File: src/scpa_pkg.sv
`default_nettype none

package scpa_pkg;

	// Default disparity range
	localparam int DISPARITIES_DEF = 64;

	// Fixed field widths
	localparam int CODE_W    = 8;
	localparam int MATCH_W   = 4;
	localparam int COST_W    = 9;
	localparam int DISP_W    = 6;
	localparam int PEN_W     = 8;
	localparam int CFG_IDX_W = 2;

	// Headroom for cost + candidate - minimum
	localparam int SUM_W = COST_W + 2;

	// Configuration register indexes
	typedef enum logic [CFG_IDX_W-1:0] {
		REG_SMALL_PENALTY = 2'd0,
		REG_LARGE_PENALTY = 2'd1
	} reg_idx_t;

	localparam logic [PEN_W-1:0] SMALL_PENALTY_RST = 8'd10;
	localparam logic [PEN_W-1:0] LARGE_PENALTY_RST = 8'd120;

	// Start value of the running minimum search
	localparam logic [COST_W-1:0] COST_MAX = '1;

	// Pixel sequencer
	typedef enum logic [2:0] {
		ST_IDLE  = 3'b001,
		ST_PRIME = 3'b010,
		ST_RUN   = 3'b100
	} state_t;

	// Previous path costs at d-1, d and d+1
	typedef struct packed {
		logic [COST_W-1:0] lo;
		logic [COST_W-1:0] mid;
		logic [COST_W-1:0] hi;
	} window_t;

	// Per-disparity control for the cost unit
	typedef struct packed {
		logic first;
		logic has_lo;
		logic has_hi;
		logic is_best;
	} cost_ctl_t;

endpackage

`default_nettype wire

File: src/scpa_ram.sv
`default_nettype none

module scpa_ram #(
	parameter int WIDTH = 8,
	parameter int DEPTH = 64
) (
	input  wire logic                                      clk,
	input  wire logic                                      we,
	input  wire logic [((DEPTH > 1) ? $clog2(DEPTH) : 1)-1:0] waddr,
	input  wire logic [WIDTH-1:0]                          wdata,
	input  wire logic [((DEPTH > 1) ? $clog2(DEPTH) : 1)-1:0] raddr,
	output logic      [WIDTH-1:0]                          rdata
);

	logic [WIDTH-1:0] mem_q [DEPTH];
	logic [WIDTH-1:0] rdata_q;

	// One write port, one registered read port
	always_ff @(posedge clk) begin
		if (we) begin
			mem_q[waddr] <= wdata;
		end
		rdata_q <= mem_q[raddr];
	end

	assign rdata = rdata_q;

endmodule

`default_nettype wire

File: src/scpa_cost.sv
`default_nettype none

module scpa_cost (
	input  wire logic [scpa_pkg::CODE_W-1:0]  left_code,
	input  wire logic [scpa_pkg::CODE_W-1:0]  right_code,
	input  wire scpa_pkg::window_t            win,
	input  wire scpa_pkg::cost_ctl_t          ctl,
	input  wire logic [scpa_pkg::PEN_W-1:0]   small_penalty,
	input  wire logic [scpa_pkg::COST_W:0]    min_p2,
	input  wire logic [scpa_pkg::COST_W:0]    smin_p2,
	input  wire logic [scpa_pkg::COST_W-1:0]  prev_min,
	output logic      [scpa_pkg::MATCH_W-1:0] match_cost,
	output logic      [scpa_pkg::COST_W-1:0]  path_cost
);

	import scpa_pkg::*;

	logic [CODE_W-1:0]  diff;
	logic [MATCH_W-1:0] ones;
	logic [COST_W:0]    mid_ext;
	logic [COST_W:0]    lo_p1;
	logic [COST_W:0]    hi_p1;
	logic [COST_W:0]    cand_a;
	logic [COST_W:0]    cand_b;
	logic [COST_W:0]    jump;
	logic [COST_W:0]    best;
	logic [SUM_W-1:0]   sum;

	// Hamming distance of the two census codes
	assign diff = left_code ^ right_code;

	always_comb begin
		ones = '0;
		for (int i = 0; i < CODE_W; i++) begin
			ones = ones + MATCH_W'(diff[i]);
		end
	end

	// Neighbour candidates with the small penalty
	assign mid_ext = (COST_W+1)'(win.mid);
	assign lo_p1   = (COST_W+1)'(win.lo) + (COST_W+1)'(small_penalty);
	assign hi_p1   = (COST_W+1)'(win.hi) + (COST_W+1)'(small_penalty);

	// Minimum over the four transitions
	assign cand_a = (ctl.has_lo && (lo_p1 < mid_ext)) ? lo_p1 : mid_ext;
	assign cand_b = (ctl.has_hi && (hi_p1 < cand_a)) ? hi_p1 : cand_a;
	assign jump   = ctl.is_best ? smin_p2 : min_p2;
	assign best   = (jump < cand_b) ? jump : cand_b;

	// Normalise by the previous minimum; wraps to the field width
	assign sum = SUM_W'(ones) + SUM_W'(best) - SUM_W'(prev_min);

	assign match_cost = ones;
	assign path_cost  = ctl.first ? COST_W'(ones) : sum[COST_W-1:0];

endmodule

`default_nettype wire

File: src/sgm_census_path_aggregator.sv
// First result: an accepted pixel passes the priming state, then the run state's output register.
// Throughput: one result a cycle while the output is not stalled; no new pixel is taken until the
//   last result, and the idle and priming states prime the path-cost memory's registered read.
// Reset: asynchronous, active low; penalties go to 10 and 120, the previous minima to zero,
//   and the right-code history reads as empty. The path-cost memory is not cleared.
`default_nettype none

module sgm_census_path_aggregator #(
	parameter int DISPARITIES = scpa_pkg::DISPARITIES_DEF
) (
	input  wire logic                              clk,
	input  wire logic                              arst_n,
	input  wire logic                              in_valid,
	output logic                                   in_stall,
	input  wire logic [scpa_pkg::CODE_W-1:0]       left_code,
	input  wire logic [scpa_pkg::CODE_W-1:0]       right_code,
	input  wire logic                              row_start,
	output logic                                   out_valid,
	input  wire logic                              out_stall,
	output logic      [scpa_pkg::DISP_W-1:0]       disparity,
	output logic      [scpa_pkg::MATCH_W-1:0]      match_cost,
	output logic      [scpa_pkg::COST_W-1:0]       path_cost,
	output logic                                   last_of_pixel,
	input  wire logic                              cfg_wr_en,
	input  wire logic [scpa_pkg::CFG_IDX_W-1:0]    cfg_index,
	input  wire logic [scpa_pkg::PEN_W-1:0]        cfg_data
);

	import scpa_pkg::*;

	localparam int              D_W      = $clog2(DISPARITIES);
	localparam int              CNT_W    = $clog2(DISPARITIES + 1);
	localparam logic [D_W:0]    D_EXT    = (D_W+1)'(DISPARITIES);
	localparam logic [D_W-1:0]  D_LAST   = D_W'(DISPARITIES - 1);
	localparam logic [CNT_W-1:0] CNT_FULL = CNT_W'(DISPARITIES);

	state_t             state_q;
	logic [PEN_W-1:0]   small_pen_q;
	logic [PEN_W-1:0]   large_pen_q;

	// Current pixel
	logic [CODE_W-1:0]  left_q;
	logic [CODE_W-1:0]  right_q;
	logic               first_q;
	logic [D_W-1:0]     d_q;

	// Right-code history bookkeeping
	logic [D_W-1:0]     wp_q;
	logic [CNT_W-1:0]   fill_q;

	// Previous pixel summary
	logic [COST_W-1:0]  prev_min_q;
	logic [COST_W-1:0]  prev_smin_q;
	logic [DISP_W-1:0]  prev_best_q;
	logic [COST_W:0]    min_p2_q;
	logic [COST_W:0]    smin_p2_q;

	// Running minimum of the current pixel
	logic [COST_W-1:0]  run_min_q;
	logic [COST_W-1:0]  run_smin_q;
	logic [D_W-1:0]     run_best_q;

	// Path-cost window
	logic [COST_W-1:0]  lo_q;
	logic [COST_W-1:0]  mid_q;

	// Output register
	logic               out_valid_q;
	logic [DISP_W-1:0]  disparity_q;
	logic [MATCH_W-1:0] match_cost_q;
	logic [COST_W-1:0]  path_cost_q;
	logic               last_q;

	logic               adv;
	logic               is_last;
	logic [D_W:0]       d_inc;
	logic [D_W:0]       d_nxt;
	logic [D_W:0]       path_ahead;
	logic [D_W:0]       slot_sum;
	logic [D_W:0]       slot_wrap;
	logic [D_W-1:0]     path_raddr;
	logic [D_W-1:0]     right_raddr;
	logic [COST_W-1:0]  path_rdata;
	logic [CODE_W-1:0]  right_rdata;
	logic [CNT_W-1:0]   fill_eff;
	logic [CNT_W-1:0]   fill_next;
	logic               code_ok;
	logic [CODE_W-1:0]  rcode;
	window_t            win;
	cost_ctl_t          ctl;
	logic [MATCH_W-1:0] match_c;
	logic [COST_W-1:0]  path_c;
	logic [COST_W-1:0]  new_min;
	logic [COST_W-1:0]  new_smin;
	logic [D_W-1:0]     new_best;

	// Step control
	assign adv     = (state_q == ST_RUN) && (!out_valid_q || !out_stall);
	assign is_last = (d_q == D_LAST);
	assign d_inc   = (D_W+1)'(d_q) + (D_W+1)'(1);
	assign d_nxt   = adv ? d_inc : (D_W+1)'(d_q);

	// Read one disparity ahead; held while the output is stalled
	assign path_ahead = d_nxt + (D_W+1)'(1);
	assign path_raddr = ((state_q == ST_IDLE) || (path_ahead >= D_EXT)) ? '0
	                    : path_ahead[D_W-1:0];

	// Circular history: the code k columns back sits k slots behind the write pointer
	assign slot_sum    = (D_W+1)'(wp_q) + D_EXT - d_nxt;
	assign slot_wrap   = slot_sum - D_EXT;
	assign right_raddr = (slot_sum >= D_EXT) ? slot_wrap[D_W-1:0] : slot_sum[D_W-1:0];

	scpa_ram #(
		.WIDTH (COST_W),
		.DEPTH (DISPARITIES)
	) u_path_ram (
		.clk   (clk),
		.we    (adv),
		.waddr (d_q),
		.wdata (path_c),
		.raddr (path_raddr),
		.rdata (path_rdata)
	);

	scpa_ram #(
		.WIDTH (CODE_W),
		.DEPTH (DISPARITIES)
	) u_right_ram (
		.clk   (clk),
		.we    (adv && is_last),
		.waddr (wp_q),
		.wdata (right_q),
		.raddr (right_raddr),
		.rdata (right_rdata)
	);

	// Codes from before the row start read as zero
	assign fill_eff  = first_q ? '0 : fill_q;
	assign fill_next = (fill_eff == CNT_FULL) ? fill_eff : fill_eff + CNT_W'(1);
	assign code_ok   = (CNT_W'(d_q) <= fill_eff);
	assign rcode     = (d_q == '0) ? right_q : (code_ok ? right_rdata : '0);

	assign win.lo  = lo_q;
	assign win.mid = mid_q;
	assign win.hi  = path_rdata;

	assign ctl.first   = first_q;
	assign ctl.has_lo  = (d_q != '0);
	assign ctl.has_hi  = !is_last;
	assign ctl.is_best = (DISP_W'(d_q) == prev_best_q);

	scpa_cost u_cost (
		.left_code     (left_q),
		.right_code    (rcode),
		.win           (win),
		.ctl           (ctl),
		.small_penalty (small_pen_q),
		.min_p2        (min_p2_q),
		.smin_p2       (smin_p2_q),
		.prev_min      (prev_min_q),
		.match_cost    (match_c),
		.path_cost     (path_c)
	);

	// Running minimum, lowest disparity wins ties
	always_comb begin
		new_min  = run_min_q;
		new_smin = run_smin_q;
		new_best = run_best_q;
		if (path_c < run_min_q) begin
			new_smin = run_min_q;
			new_min  = path_c;
			new_best = d_q;
		end else if (path_c < run_smin_q) begin
			new_smin = path_c;
		end
	end

	// Configuration registers
	always_ff @(posedge clk or negedge arst_n) begin
		if (!arst_n) begin
			small_pen_q <= SMALL_PENALTY_RST;
			large_pen_q <= LARGE_PENALTY_RST;
		end else if (cfg_wr_en) begin
			case (reg_idx_t'(cfg_index))
				REG_SMALL_PENALTY: small_pen_q <= cfg_data;
				REG_LARGE_PENALTY: large_pen_q <= cfg_data;
				default: ;
			endcase
		end
	end

	// Sequencer and state kept across pixels
	always_ff @(posedge clk or negedge arst_n) begin
		if (!arst_n) begin
			state_q     <= ST_IDLE;
			d_q         <= '0;
			wp_q        <= '0;
			fill_q      <= '0;
			prev_min_q  <= '0;
			prev_smin_q <= '0;
			prev_best_q <= '0;
		end else begin
			case (state_q)
				ST_IDLE: begin
					if (in_valid) begin
						d_q     <= '0;
						state_q <= ST_PRIME;
					end
				end
				ST_PRIME: begin
					state_q <= ST_RUN;
				end
				ST_RUN: begin
					if (adv) begin
						d_q <= d_inc[D_W-1:0];
						if (is_last) begin
							state_q     <= ST_IDLE;
							prev_min_q  <= new_min;
							prev_smin_q <= new_smin;
							prev_best_q <= DISP_W'(new_best);
							fill_q      <= fill_next;
							wp_q        <= (wp_q == D_LAST) ? '0 : wp_q + D_W'(1);
						end
					end
				end
				default: state_q <= ST_IDLE;
			endcase
		end
	end

	// Pixel payload, window and running minimum
	always_ff @(posedge clk) begin
		if ((state_q == ST_IDLE) && in_valid) begin
			left_q  <= left_code;
			right_q <= right_code;
			first_q <= row_start;
		end
		if (state_q == ST_PRIME) begin
			mid_q      <= path_rdata;
			min_p2_q   <= (COST_W+1)'(prev_min_q) + (COST_W+1)'(large_pen_q);
			smin_p2_q  <= (COST_W+1)'(prev_smin_q) + (COST_W+1)'(large_pen_q);
			run_min_q  <= COST_MAX;
			run_smin_q <= COST_MAX;
			run_best_q <= '0;
		end
		if (adv) begin
			lo_q       <= mid_q;
			mid_q      <= path_rdata;
			run_min_q  <= new_min;
			run_smin_q <= new_smin;
			run_best_q <= new_best;
		end
	end

	// Output register
	always_ff @(posedge clk or negedge arst_n) begin
		if (!arst_n) begin
			out_valid_q <= 1'b0;
		end else if (adv) begin
			out_valid_q <= 1'b1;
		end else if (!out_stall) begin
			out_valid_q <= 1'b0;
		end
	end

	always_ff @(posedge clk) begin
		if (adv) begin
			disparity_q  <= DISP_W'(d_q);
			match_cost_q <= match_c;
			path_cost_q  <= path_c;
			last_q       <= is_last;
		end
	end

	assign in_stall      = (state_q != ST_IDLE);
	assign out_valid     = out_valid_q;
	assign disparity     = disparity_q;
	assign match_cost    = match_cost_q;
	assign path_cost     = path_cost_q;
	assign last_of_pixel = last_q;

endmodule

`default_nettype wire

File: config.mk
export PLATFORM = sky130hd
export DESIGN_NAME = sgm_census_path_aggregator
export DESIGN_NICKNAME = d
export VERILOG_FILES = /design/src/scpa_pkg.sv /design/src/scpa_ram.sv /design/src/scpa_cost.sv /design/src/sgm_census_path_aggregator.sv
export SDC_FILE = /design/constraint.sdc
export NUM_CORES = 2
export LEC_CHECK = 0
export CORE_MARGIN = 4
export CORE_UTILIZATION = 50
export CTS_BUF_LIST = sky130_fd_sc_hd__clkbuf_4 sky130_fd_sc_hd__clkbuf_8 sky130_fd_sc_hd__clkbuf_16
export CTS_CLUSTER_DIAMETER = 80
export CTS_CLUSTER_SIZE = 10
export DETAILED_ROUTE_END_ITERATION = 8
export DONT_BUFFER_PORTS = 1
export GPL_ROUTABILITY_DRIVEN = 1
export GPL_TIMING_DRIVEN = 0
export PLACE_DENSITY_LB_ADDON = 0.25
export SETUP_SLACK_MARGIN = 0.4
export SKIP_CTS_REPAIR_TIMING = 1
export SLEW_MARGIN = 20
export SYNTH_ARGS = -nofsm -noshare
export SYNTH_HDL_FRONTEND = slang
export SYNTH_SLANG_ARGS = --single-unit
File: constraint.sdc
create_clock -name clk -period 13.09 [get_ports clk]
set_input_delay 1.309 -clock clk [delete_from_list [all_inputs] [get_ports clk]]
set_output_delay 1.309 -clock clk [all_outputs]
set_load 0.01 [all_outputs]
==> out/summary.txt <==
Hpwl dp: 95.5 mm
DRC: 0
Syn Nets: 3621
Top cells by count, synth: edfxtp_1 (1187), nor2_1 (410), nand2_1 (172)
Total GRT Usage: 0.244
Worst rel slew slack: 0.216
Critical path arrival: 12540 ps
Filler cells: 8037
Outcome: completed
Startpoint types: flop
Sequential area share after synthesis: 0.701
Min Clock Period, post-route: 12080 ps
Largest net degree at the start of global routing: 64
CP Launch Point: small_pen_q[0]
Final GP Congestion: 0.893
Initial Util: 0.507
Post-synthesis async set-or-reset flop share: 0.0497
Placed insts: 4910
Most common cell on crit path: ha_1
Horiz. Die Dim: 335 um
Gr ovfl total: 0
Maxcap violations: 0
Max frequency: 0.0828 GHz
DR pass1 iterations: 7
Critical R2R Launch: small_pen_q[0]
Ratio of final minimum period to clock period: 0.923
CTS root buffer: clkbuf_16
Layout Nets: 3836
Ys Warns: 0
Post-synth top flop: edfxtp_1
Avg Cell Area, Syn: 15.5 um2
RSZ-0062 raised after global routing: false
Worst-path fanout max: 14
CP Capture Type: flop
Share of cells above drive strength 1: 0.161
Synth area leaders: edfxtp_1 (66%), mux4_2 (6.7%), nor2_1 (2.9%)
Critical path required time: 13550 ps
Vias: 31.9k
# H-tree levels: 4
First-pass GRT wire length: 204 mm
Hold Path Class: input port to asynchronous set/reset pin
CTS tree: yes
Share of the synthesized area in the top cell type: 0.665
I/O pin total: 54
Worst-Skew Late Latency: 750 ps
CTS Buffer Depth: 3
Cell Count, Final, Fillers Out: 5133
Post-route ant nets: 0
WS Path Type: flop to flop
Netlist Area Pre-Place: 0.0536 mm2
CTS Buf Count: 145
Area Overhead vs Synth: 13.8%
FF/Latch Area: 0.0376 mm2
PortBufs: 0
Final Hold Fails: 0
Setup TNS: 0 ps
Count leader, synth: edfxtp_1
Initial antenna violation count: 1
Clk slew on worst S/H paths: 60 ps
Area of the multi-input gates: 0.0151 mm2
Slowest cell on crit path: or4b_4
Worst Tran Pin Value: 1170 ps
Chip height: 335 um
DRT iter0 DRCs: 3499
Clock skew: 32.0 ps
Placement row count: 119
Post-Syn Instances: 3469
Slew Viols, Final: 0
DR vias/cell: 6.21
Fin Hold WS: 260 ps
Vias in the first global route: 31.6k
CTS Sinks: 1267
Total Wirelength: 138 mm
Core footprint: 0.106 mm2
# setup viols final: 0
Routed WL per cell: 26.9 um
Max stage delay on crit path: 500 ps
Die Area: 0.113 mm2
Largest area contributor in the netlist: edfxtp_1
Yosys reg bits: 1267
Cell variety after synth: 93
EDFF count, synth: 1187
critical path, delay by kind of cell (launching register included):
kind / cells / cell delay, ps
AOI/OAI and AO/OA: 22 / 4610
adders and majority gates: 9 / 2880
and+or+nand+nor: 11 / 2140
buffers and inverters: 7 / 1140
DFF: 1 / 400
xor gates and xnor gates: 2 / 390
muxes: 1 / 200
worst paths after layout:
kind	slack, ps	cells past startpoint	endpoint
max	1010	52	run_smin_q[7]
min	260	0	prev_smin_q[3]
max reg2reg	1010	52	run_smin_q[7]
min reg2reg	440	0	mid_q[7]
max in group asynchronous	12620	0	state_q[0]
min in group clk	440	0	mid_q[7]
flip-flops by register name, summed over array words and instances, names as in the netlist, 10 cells and up:
name,flops
min_p2_q,10
smin_p2_q,10
u_path_ram.mem_q,576
u_right_ram.mem_q,512
cell families after synthesis:
family,synth area share
other,0.0000699
xor gates and xnor gates,0.0117
adders and majority gates,0.0298
muxes,0.0817
and+or+nand+nor,0.0762
DFF,0.701
AOI/OAI and AO/OA,0.0785
buffers and inverters,0.0212
through the flow:
| step | utilization | cell area (um2) | setup WS [ps] |
|---|---|---|---|
| global route | 0.577 | 61000 | 310 |
| CTS | 0.573 | 60700 | -1340 |
| finish | 0.577 | 61000 | 1010 |
| floorplan | - | 53600 | 409 |
| detailed placement | 0.533 | 56500 | -1310 |
| global placement | 0.523 | 55400 | -5010 |
per-layer routing:
metal | GRT usage | share of wire | up-vias | wire, um
li1 | - | - | 14000 | -
met3 | 0.0422 | 0.083 | 293 | 11400
met2 | 0.395 | 0.48 | 1558 | 66200
met5 | 0 | 0.000094 | - | 13
met1 | 0.337 | 0.40 | 16000 | 55300
met4 | 0.0860 | 0.035 | 2 | 4890
cell type report:
cell class                      instances  share of cell area
Multi-Input combinational cell       1927               0.248
Timing Repair inverter                  1            0.000143
Timing Repair Buffer                   67              0.0193
Antenna cell                            1           0.0000410
Clock inverter                         12             0.00244
Buffer                                192              0.0140
Clock buffer                          192              0.0667
Tap cell                             1391              0.0285
Sequential cell                      1267               0.615
Inverter                               83             0.00553
placed cells by master, fill, tap and decap left out, types with 23 or more instances in the layout:
master and instances:
clkbuf_1 101, mux4_2 160, inv_1 81, o2111ai_1 28
o221ai_1 37, and3_1 62, edfxtp_1 1187, a31oi_1 27
xor2_1 26, a211oi_1 49, a21boi_0 37, mux2i_1 48
nand2_1 171, a21oi_1 159, clkbuf_4 44, or4_1 27
buf_2 56, nand3_1 64, clkbuf_16 152, o21ai_0 88
mux2_2 23, nor3_1 36, xnor2_1 43, ha_1 107
nor2_1 404, dfrtp_1 56
Power is left out: the tool's default activity adds up to more than one toggle a clock period on the data nets, which glitch-free logic cannot reach.
